File: src/hw/rtl/rgb_grey_histogram_core_defines.svh
//------------------------------------------------------------------------------
// rgb_grey_histogram_core_defines
// Assertion macros shared by the histogram RTL. Each expects clk and rst in scope.
//------------------------------------------------------------------------------
`ifndef RGB_GREY_HISTOGRAM_CORE_DEFINES_SVH
`define RGB_GREY_HISTOGRAM_CORE_DEFINES_SVH

// same-cycle implication
`define RGH_ASSERT_IMP(label, ante, cons, msg) \
  label: assert property (@(posedge clk) disable iff (rst) (ante) |-> (cons)) else $error(msg);

// next-cycle implication
`define RGH_ASSERT_NXT(label, ante, cons, msg) \
  label: assert property (@(posedge clk) disable iff (rst) (ante) |=> (cons)) else $error(msg);

`endif

File: src/hw/rtl/rgh_pkg.sv
//------------------------------------------------------------------------------
// rgh_pkg
// Types and constants of the grey-level histogram core.
//------------------------------------------------------------------------------
package rgh_pkg;

  localparam int COMP_W      = 8;   // one color component
  localparam int GREY_W      = 8;
  localparam int CFG_W       = 9;
  localparam int BIN_W       = 6;   // bin index on the port
  localparam int CNT_W       = 21;  // bin count on the port
  localparam int SUM_W       = 15;  // 21r+72g+7b <= 25500
  localparam int RECIP_W     = 16;
  localparam int RECIP_SHIFT = 17;  // recip = ceil(2^17 / bin_size)

  localparam int W_RED   = 21;
  localparam int W_GREEN = 72;
  localparam int W_BLUE  = 7;

  // floor(sum/100) == (sum * 5243) >> 19 for sum < 25600
  localparam int GREY_MUL   = 5243;
  localparam int GREY_SHIFT = 19;
  localparam int GREY_TOP   = 255;

  localparam int BIN_SIZE_MIN   = 4;
  localparam int BIN_SIZE_MAX   = 256;
  localparam int BIN_SIZE_RESET = 16;

  typedef struct packed {
    logic               busy;      // divider running, recip not usable
    logic [RECIP_W-1:0] recip;
    logic [BIN_W-1:0]   last_bin;  // highest bin index in use
  } rgh_recip_t;

  typedef struct packed {
    logic             busy;   // any pixel in flight
    logic             valid;  // bin below is live
    logic [BIN_W-1:0] bin;
  } rgh_bin_t;

  typedef enum logic [2:0] {
    ST_CLEAR,
    ST_RUN,
    ST_FLUSH,
    ST_DUMP_RD,
    ST_DUMP_LD
  } rgh_state_t;

endpackage

File: src/hw/rtl/rgh_ram.sv
//------------------------------------------------------------------------------
// rgh_ram
// Simple dual-port RAM, one write and one read port, registered read (read-first).
//------------------------------------------------------------------------------
module rgh_ram #(
  parameter int WIDTH = 21,
  parameter int DEPTH = 64,
  parameter int AW    = (DEPTH > 1) ? $clog2(DEPTH) : 1
) (
  input  logic             clk,
  input  logic             we,
  input  logic [AW-1:0]    waddr,
  input  logic [WIDTH-1:0] wdata,
  input  logic [AW-1:0]    raddr,
  output logic [WIDTH-1:0] rdata
);

  logic [WIDTH-1:0] mem [DEPTH];

  always_ff @(posedge clk) begin
    if (we) begin
      mem[waddr] <= wdata;
    end
    rdata <= mem[raddr];
  end

endmodule

File: src/hw/rtl/rgh_recip.sv
//------------------------------------------------------------------------------
// rgh_recip
// Holds the bin width; on each write works out ceil(2^17/size) one bit per cycle,
// then the top bin index in use.
//------------------------------------------------------------------------------
module rgh_recip #(
  parameter int MAX_BINS = 64
) (
  input  logic                     clk,
  input  logic                     rst,
  input  logic                     cfg_we,
  input  logic [rgh_pkg::CFG_W-1:0] cfg_wdata,
  output rgh_pkg::rgh_recip_t      rc
);
  import rgh_pkg::*;

  localparam int NUM_W = RECIP_SHIFT + 1;
  localparam logic [6:0] TOP_BIN = 7'(MAX_BINS - 1);

  logic [CFG_W-1:0]   s_eff;
  logic [CFG_W-1:0]   div;
  logic [NUM_W-1:0]   num;
  logic [7:0]         rem;
  logic [CFG_W-1:0]   rem_sh;
  logic               qbit;
  logic [RECIP_W-1:0] quo;
  logic [4:0]         cnt;
  logic               busy;
  logic [RECIP_W-1:0] recip;
  logic [BIN_W-1:0]   last_bin;
  logic [23:0]        top_prod;
  logic [6:0]         top_raw;

  always_comb begin
    if (cfg_wdata < CFG_W'(BIN_SIZE_MIN)) begin
      s_eff = CFG_W'(BIN_SIZE_MIN);
    end else if (cfg_wdata > CFG_W'(BIN_SIZE_MAX)) begin
      s_eff = CFG_W'(BIN_SIZE_MAX);
    end else begin
      s_eff = cfg_wdata;
    end
  end

  assign rem_sh   = {rem, num[NUM_W-1]};
  assign qbit     = (rem_sh >= div);
  assign top_prod = 24'(quo) * 24'(GREY_TOP);
  assign top_raw  = top_prod[RECIP_SHIFT +: 7];

  always_ff @(posedge clk) begin
    if (rst) begin
      div  <= CFG_W'(BIN_SIZE_RESET);
      num  <= NUM_W'(2 ** RECIP_SHIFT + BIN_SIZE_RESET - 1);
      rem  <= '0;
      quo  <= '0;
      cnt  <= 5'(NUM_W);
      busy <= 1'b1;
    end else if (cfg_we) begin
      div  <= s_eff;
      num  <= NUM_W'(2 ** RECIP_SHIFT) + NUM_W'(s_eff) - NUM_W'(1);
      rem  <= '0;
      quo  <= '0;
      cnt  <= 5'(NUM_W);
      busy <= 1'b1;
    end else if (busy) begin
      if (cnt != '0) begin
        num <= {num[NUM_W-2:0], 1'b0};
        rem <= qbit ? 8'(rem_sh - div) : rem_sh[7:0];
        quo <= {quo[RECIP_W-2:0], qbit};
        cnt <= cnt - 5'd1;
      end else begin
        busy <= 1'b0;
      end
    end
  end

  // result registers load on the closing cycle of a run
  always_ff @(posedge clk) begin
    if (busy && cnt == '0 && !cfg_we) begin
      recip    <= quo;
      last_bin <= (top_raw > TOP_BIN) ? BIN_W'(TOP_BIN) : BIN_W'(top_raw);
    end
  end

  assign rc.busy     = busy;
  assign rc.recip    = recip;
  assign rc.last_bin = last_bin;

endmodule

File: src/hw/rtl/rgh_pixpipe.sv
//------------------------------------------------------------------------------
// rgh_pixpipe
// Three-stage pixel path: weighted sum, grey level, bin index.
//------------------------------------------------------------------------------
module rgh_pixpipe #(
  parameter int MAX_BINS = 64
) (
  input  logic                        clk,
  input  logic                        rst,
  input  logic                        in_valid,
  input  logic [rgh_pkg::COMP_W-1:0]  red,
  input  logic [rgh_pkg::COMP_W-1:0]  green,
  input  logic [rgh_pkg::COMP_W-1:0]  blue,
  input  logic [rgh_pkg::RECIP_W-1:0] recip,
  output rgh_pkg::rgh_bin_t           bo
);
  import rgh_pkg::*;

  localparam logic [6:0] TOP_BIN = 7'(MAX_BINS - 1);

  logic               v1, v2, v3;
  logic [SUM_W-1:0]   sum_c, sum1;
  logic [27:0]        grey_prod;
  logic [GREY_W-1:0]  grey2;
  logic [23:0]        bin_prod;
  logic [6:0]         bin_raw;
  logic [BIN_W-1:0]   bin3;

  assign sum_c = SUM_W'(red) * SUM_W'(W_RED) + SUM_W'(green) * SUM_W'(W_GREEN)
               + SUM_W'(blue) * SUM_W'(W_BLUE);
  assign grey_prod = 28'(sum1) * 28'(GREY_MUL);
  assign bin_prod  = 24'(grey2) * 24'(recip);
  assign bin_raw   = bin_prod[RECIP_SHIFT +: 7];

  always_ff @(posedge clk) begin
    if (rst) begin
      v1 <= 1'b0;
      v2 <= 1'b0;
      v3 <= 1'b0;
    end else begin
      v1 <= in_valid;
      v2 <= v1;
      v3 <= v2;
    end
  end

  always_ff @(posedge clk) begin
    sum1  <= sum_c;
    grey2 <= grey_prod[GREY_SHIFT +: GREY_W];
    bin3  <= (bin_raw > TOP_BIN) ? BIN_W'(TOP_BIN) : BIN_W'(bin_raw);
  end

  assign bo.busy  = v1 | v2 | v3;
  assign bo.valid = v3;
  assign bo.bin   = bin3;

endmodule

File: src/hw/rtl/rgb_grey_histogram_core.sv
//------------------------------------------------------------------------------
// rgb_grey_histogram_core
// Grey-level histogram of an RGB pixel stream, read out and cleared per image.
//------------------------------------------------------------------------------
// Throughput: one pixel beat per cycle while counting and the divider is idle; the
//   bin store's read-modify-write with one-entry forwarding sets that rate.
// Pixel path: sum, grey and bin registers, then the store read-modify-write. After the last
//   pixel the pipe drains; each bin is then read and loaded, each unused entry zeroed.
// Reset (rst, synchronous): bin width 16, then a clearing pass over every store entry;
//   a bin width write stalls pixel input while the divider runs.
//------------------------------------------------------------------------------
`include "rgb_grey_histogram_core_defines.svh"

module rgb_grey_histogram_core #(
  parameter int MAX_BINS   = 64,
  parameter int MAX_PIXELS = 1048576
) (
  input  logic        clk,
  input  logic        rst,
  // pixel input
  input  logic        s_tvalid,
  output logic        s_tready,
  input  logic [23:0] s_tdata,   // red [7:0], green [15:8], blue [23:16]
  input  logic        s_tlast,   // last_pixel
  // bin readout
  output logic        m_tvalid,
  input  logic        m_tready,
  output logic [31:0] m_tdata,   // bin_index [5:0], bin_count [26:6], zero [31:27]
  output logic        m_tlast,   // last_bin
  // bin width register
  input  logic        cfg_we,
  input  logic [8:0]  cfg_wdata
);
  import rgh_pkg::*;

  localparam int AW = (MAX_BINS > 1) ? $clog2(MAX_BINS) : 1;
  localparam logic [AW-1:0]    LAST_ADDR = AW'(MAX_BINS - 1);
  localparam logic [CNT_W-1:0] COUNT_CAP =
    (MAX_PIXELS > 2097151) ? {CNT_W{1'b1}} : CNT_W'(MAX_PIXELS);

  rgh_recip_t rc;
  rgh_bin_t   bo;
  rgh_state_t state, state_next;

  // sweep counter for clearing and readout
  logic [AW-1:0] cnt, cnt_next;

  // stage 4: read data returns, count is modified and written back
  logic          v4;
  logic [AW-1:0] a4;
  // last write, forwarded when the next pixel hits the same bin
  logic             wb_v;
  logic [AW-1:0]    wb_a;
  logic [CNT_W-1:0] wb_d;
  logic [CNT_W-1:0] cur, inc;

  // memory ports
  logic             ram_we;
  logic [AW-1:0]    ram_waddr, ram_raddr;
  logic [CNT_W-1:0] ram_wdata, ram_rdata;

  // output register
  logic             out_valid;
  logic [BIN_W-1:0] out_idx;
  logic [CNT_W-1:0] out_cnt;
  logic             out_last;
  logic             load;

  logic [AW-1:0] last_idx;
  logic          pix_acc;

  assign last_idx = rc.last_bin[AW-1:0];
  assign s_tready = (state == ST_RUN) && !rc.busy;
  assign pix_acc  = s_tvalid && s_tready;

  rgh_recip #(.MAX_BINS(MAX_BINS)) u_recip (
    .clk       (clk),
    .rst       (rst),
    .cfg_we    (cfg_we),
    .cfg_wdata (cfg_wdata),
    .rc        (rc)
  );

  rgh_pixpipe #(.MAX_BINS(MAX_BINS)) u_pix (
    .clk      (clk),
    .rst      (rst),
    .in_valid (pix_acc),
    .red      (s_tdata[7:0]),
    .green    (s_tdata[15:8]),
    .blue     (s_tdata[23:16]),
    .recip    (rc.recip),
    .bo       (bo)
  );

  rgh_ram #(.WIDTH(CNT_W), .DEPTH(MAX_BINS), .AW(AW)) u_ram (
    .clk   (clk),
    .we    (ram_we),
    .waddr (ram_waddr),
    .wdata (ram_wdata),
    .raddr (ram_raddr),
    .rdata (ram_rdata)
  );

  // RAM is read-first: a read in the cycle of the previous write is stale
  assign cur = (wb_v && wb_a == a4) ? wb_d : ram_rdata;
  assign inc = (cur < COUNT_CAP) ? cur + CNT_W'(1) : cur;

  always_ff @(posedge clk) begin
    if (rst) begin
      state <= ST_CLEAR;
      cnt   <= '0;
      v4    <= 1'b0;
      wb_v  <= 1'b0;
    end else begin
      state <= state_next;
      cnt   <= cnt_next;
      v4    <= bo.valid;
      wb_v  <= v4;
    end
  end

  always_ff @(posedge clk) begin
    a4   <= bo.bin[AW-1:0];
    wb_a <= a4;
    wb_d <= inc;
  end

  always_comb begin
    state_next = state;
    cnt_next   = cnt;
    ram_we     = 1'b0;
    ram_waddr  = cnt;
    ram_wdata  = '0;
    ram_raddr  = cnt;
    load       = 1'b0;
    case (state)
      ST_CLEAR: begin
        ram_we = 1'b1;
        if (cnt == LAST_ADDR) begin
          cnt_next   = '0;
          state_next = ST_RUN;
        end else begin
          cnt_next = cnt + AW'(1);
        end
      end
      ST_RUN, ST_FLUSH: begin
        ram_raddr = bo.bin[AW-1:0];
        ram_we    = v4;
        ram_waddr = a4;
        ram_wdata = inc;
        if (state == ST_RUN) begin
          if (pix_acc && s_tlast) begin
            state_next = ST_FLUSH;
          end
        end else if (!bo.busy && !v4) begin
          state_next = ST_DUMP_RD;
        end
      end
      ST_DUMP_RD: begin
        if (cnt > last_idx) begin
          // unused entry: zero it, nothing to emit
          ram_we = 1'b1;
          if (cnt == LAST_ADDR) begin
            cnt_next   = '0;
            state_next = ST_RUN;
          end else begin
            cnt_next = cnt + AW'(1);
          end
        end else if (!out_valid || m_tready) begin
          ram_we     = 1'b1;
          state_next = ST_DUMP_LD;
        end
      end
      ST_DUMP_LD: begin
        load = 1'b1;
        if (cnt == LAST_ADDR) begin
          cnt_next   = '0;
          state_next = ST_RUN;
        end else begin
          cnt_next   = cnt + AW'(1);
          state_next = ST_DUMP_RD;
        end
      end
      default: begin
        state_next = ST_CLEAR;
        cnt_next   = '0;
      end
    endcase
  end

  always_ff @(posedge clk) begin
    if (rst) begin
      out_valid <= 1'b0;
    end else if (load) begin
      out_valid <= 1'b1;
    end else if (out_valid && m_tready) begin
      out_valid <= 1'b0;
    end
  end

  always_ff @(posedge clk) begin
    if (load) begin
      out_idx  <= BIN_W'(cnt);
      out_cnt  <= ram_rdata;
      out_last <= (cnt == last_idx);
    end
  end

  assign m_tvalid = out_valid;
  assign m_tdata  = {5'b0, out_cnt, out_idx};
  assign m_tlast  = out_last;

  `RGH_ASSERT_IMP(a_ld_out_free, state == ST_DUMP_LD, !out_valid, "readout overran output beat")
  `RGH_ASSERT_IMP(a_pix_wr_state, v4, state == ST_RUN || state == ST_FLUSH, "pixel write outside count")
  `RGH_ASSERT_IMP(a_dump_drained, state == ST_DUMP_RD, !bo.busy && !v4, "readout with pixels in flight")
  `RGH_ASSERT_NXT(a_last_flush, pix_acc && s_tlast, state == ST_FLUSH, "last pixel did not start flush")

endmodule

File: config.mk
export PLATFORM = sky130hd
export DESIGN_NAME = rgb_grey_histogram_core
export DESIGN_NICKNAME = d
export VERILOG_FILES = /design/src/hw/rtl/rgh_pkg.sv /design/src/hw/rtl/rgh_ram.sv /design/src/hw/rtl/rgh_recip.sv /design/src/hw/rtl/rgh_pixpipe.sv /design/src/hw/rtl/rgb_grey_histogram_core.sv
export VERILOG_INCLUDE_DIRS = /design/src /design/src/hw/rtl
export SDC_FILE = /design/constraint.sdc
export NUM_CORES = 2
export LEC_CHECK = 0
export ABC_CLOCK_PERIOD_IN_PS = 6600
export BUFFER_PORTS_ARGS = -buffer_cell sky130_fd_sc_hd__buf_2
export CAP_MARGIN = 20
export CORE_MARGIN = 2
export CORE_UTILIZATION = 60
export CTS_CLUSTER_DIAMETER = 60
export DETAILED_ROUTE_END_ITERATION = 10
export PLACE_DENSITY_LB_ADDON = 0.1
export SYNTH_ARGS = -nofsm -noshare
export SYNTH_HDL_FRONTEND = slang
export SYNTH_SLANG_ARGS = --single-unit
File: constraint.sdc
create_clock -name clk -period 6.6 [get_ports clk]
set_clock_uncertainty 0.2 [all_clocks]
set_input_delay 1.32 -clock clk [delete_from_list [all_inputs] [get_ports clk]]
set_output_delay 1.32 -clock clk [all_outputs]
set_load 0.01 [all_outputs]
==> summary.md <==
| Metric | Value |
|---|---|
| Outcome | `finished, final reports clean` |
| Critical-path cell list | `nand2_1, fa_1, fa_1, inv_1, fa_1, inv_1, fa_1, inv_1, ha_1, inv_1, nor3_1, nand4_1, a31oi_1, mux2i_1, o22ai_1` |
| Chip Height | `348.1 um` |
| Drt total wl | `170900 um` |
| Non-Filler Instances | `6237` |
| Most common cell after layout, fill and taps aside | `edfxtp_1` |
| Seq/Total Area, Yosys | `63.30%` |
| Peak Freq | `184.4 MHz` |
| P&R area growth vs syn | `11.34%` |
| Max Cap Viol | `0` |
| Mapped Cells | `4399` |
| Post-Place Cells | `5946` |
| Placed cell area | `74030 um2` |
| CP peak stage delay | `0.70 ns` |
| Final min period | `5.422 ns` |
| Detailed Place HPWL | `109900 um` |
| Antenna violations before repair | `5` |
| Largest net degree at the start of global routing | `88` |
| CTS Hold Bufs | `0` |
| Vias/cell | `6.275` |
| Worst r2r dst | `u_pix.bin3[4]$_SDFF_PN1_` |
| Arrival time worst endpoint | `5.84 ns` |
| Number of buffers and inverters on the critical path | `4` |
| Min-Delay Path Class | `flop to flop` |
| DRC Markers | `0` |
| Distinct cells, synth | `79` |
| Final hold vios | `0` |
| Relative slew slack | `22.58%` |
| Nets | `5113` |
| Number of cells on the worst hold path | `0` |
| Post-CTS Setup Bufs | `0` |
| Crit Path Class | `flop to flop` |
| Critical R2R Launch | `u_pix.grey2[2]$_DFF_P_` |
| First-pass DRT Iterations | `5` |
| Period Utilization, post-route | `82.15%` |
| Max Root-Sink Buffers | `3` |
| Initial cell density of the core | `60.32%` |
| Hold worst-path end | `wb_a[3]$_DFF_P_` |
| CP Launch Type | `flop` |
| First-pass GRT wire length | `255300 um` |
| CTS tree | `yes` |
| Fraction of registers with async set/reset | `0%` |
| Clock Pin Slew Worst Setup and Hold Paths | `0.06 ns` |
| Core Box Area | `117800 um2` |
| Synthesized flop and latch total | `1549` |
| Fin util | `67.16%` |
| Die X | `348.1 um` |
| Critical Path Fanout Max | `16` |
| IO Pins | `74` |
| Routability cong. | `0.8925` |
| Syn_area_per_cell | `16.15 um2` |
| Initial DRC count | `4045` |
| GRT Resource Usage Total | `28.79%` |
| Critical path's slowest cell | `dfxtp_1` |
| Share of post-route cells with drive strength above 1 | `18.47%` |
| Post-DRT Antenna Nets | `0` |
| IO buf count | `68` |
| Nature of the critical path endpoint | `flop` |
| Vias in the first global route | `39.80k` |
| Vias | `39.14k` |
| Setup Viol. Count Final | `0` |
| Main flop type after synthesis | `edfxtp_1` |
| Post-synth EDFFs | `1394` |
| Critical path's top delay family | `adder cells` |
| Die ar. | `121200 um2` |
| Clock latency on the worst-skew pair | `0.76 ns` |
| Total congestion overflow | `0` |
| Cts bufs inserted | `156` |
| Slew Viols, Final | `0` |
| Post-cts sizing count | `0` |
| Slew @ Worst Pin | `1.161 ns` |
| CTS root buffer | `clkbuf_16` |
| Worst EP required | `7.02 ns` |
| RSZ-0062 raised after global routing | `false` |
| Reg2reg setup slack | `1.18 ns` |
| Commonest non-fill, non-tap cells in the layout | `1394 x edfxtp_1, 365 x inv_1, 287 x mux4_2` |
| Clock H-tree levels | `4` |
| Fin area | `79090 um2` |
| Worst-case reg-to-reg path depth | `15` |
| Yosys warns | `0` |
| Syn Std Cell Area | `71040 um2` |
| Min-Delay Startpoint | `a4[3]$_DFF_P_` |
| WL/cell | `27.40 um` |
| Setup TNS | `0 ns` |
| CTS sink cnt | `1549` |
| Std-Cell Rows | `126` |
## through the flow
stage | setup slack (ns) | hold WS (ns)
2_1_floorplan | 0.9690 | 0.1456
4_1_cts | 1.140 | 0.1932
3_5_place_dp | 0.7751 | 0.1855
5_1_grt | 0.8120 | 0.2128
6_report | 1.178 | 0.1938
3_3_place_gp | 0.7894 | 0.1837
## logic make-up after synthesis
family	after synthesis	share of synthesized area [%]
fa+ha+maj	504	11.57
xor+xnor	67	0.8631
flops	1549	63.30
other cells	1	0.005279
simple gates	848	5.983
compound gates	541	5.416
buf+inv	563	3.204
mux	326	9.661
## registers in the layout, summed over array words and instances (netlist names), 3 cells and up
signal	cells
u_pix.sum1	15
u_recip.rem	8
wb_d	21
u_recip.cnt	5
u_pix.bin3	6
u_recip.last_bin	6
out_idx	6
state	3
u_recip.div	9
u_pix.grey2	8
cnt	6
u_recip.recip	16
u_recip.quo	16
a4	6
wb_a	6
u_ram.mem	1344
u_ram.rdata	21
u_recip.num	18
out_cnt	21
## worst reg2reg max path, cell delays in order, from the launching register on
cell	delay, ns
dfxtp_1	0.70
nand2_1	0.17
fa_1	0.53
fa_1	0.55
inv_1	0.05
fa_1	0.47
inv_1	0.05
fa_1	0.48
inv_1	0.04
ha_1	0.35
inv_1	0.07
nor3_1	0.31
nand4_1	0.28
a31oi_1	0.48
mux2i_1	0.43
o22ai_1	0.16
## cell usage after synthesis (22+ instances only)
cell         n  area share [%]
edfxtp_1  1394              59
inv_1      365             1.9
mux4_2     287             9.1
nand2_1    268             1.4
fa_1       255             7.2
ha_1       249             4.4
dfxtp_1    155             4.4
a22oi_1    144             1.5
and2_1     134             1.2
clkbuf_1   129            0.68
nand3_1    104            0.73
nor2_1     101            0.53
a21oi_1     76            0.54
o21ai_0     65            0.46
nor3_1      56            0.39
a211oi_1    48            0.51
and3_1      47            0.41
nand4_1     41            0.36
xnor2_1     36            0.44
buf_2       34            0.24
mux2i_1     32            0.45
xor2_1      29            0.36
a211o_1     25            0.31
a31o_2      22            0.27
buf_4       22            0.23
## routing by layer
layer  wire length [um]  vias up  global-route usage, %
met1              69270    20240                  40.59
met3              14440      257                  5.836
li1                   -    17120                      -
met5                 27        -                      0
met2              81570     1521                  45.48
met4               5586        4                  9.736
## worst max-delay path by stage
stage | startpoint | to | slack (ns) | depth (start not counted)
after global placement | s_tdata[9] | u_pix.sum1[14]$_DFF_P_ | 0.79 | 17
after detailed placement | s_tdata[9] | u_pix.sum1[14]$_DFF_P_ | 0.78 | 17
after CTS | u_recip.quo[14]$_SDFFE_PP0P_ | u_recip.last_bin[4]$_SDFFCE_PN1P_ | 1.14 | 14
final | u_pix.grey2[2]$_DFF_P_ | u_pix.bin3[4]$_SDFF_PN1_ | 1.18 | 15
after floorplan | a4[5]$_DFF_P_ | u_ram.mem[0][8]$_DFFE_PP_ | 0.97 | 10
after global routing | u_recip.quo[14]$_SDFFE_PP0P_ | u_recip.last_bin[4]$_SDFFCE_PN1P_ | 0.81 | 14
## layout make-up
cell class	count	area (um2)
inverters	366	1374
repair buffers	206	1514
diodes	1	2.502
flip-flops and latches	1549	44960
fillers	8022	38670
clock inverters	91	865.8
clock buffers	197	4160
well taps	1536	1922
multi-input cells	2291	24290
Power is not shown: default switching activity piles up to over one toggle a cycle in this logic, so the estimate is an artifact.
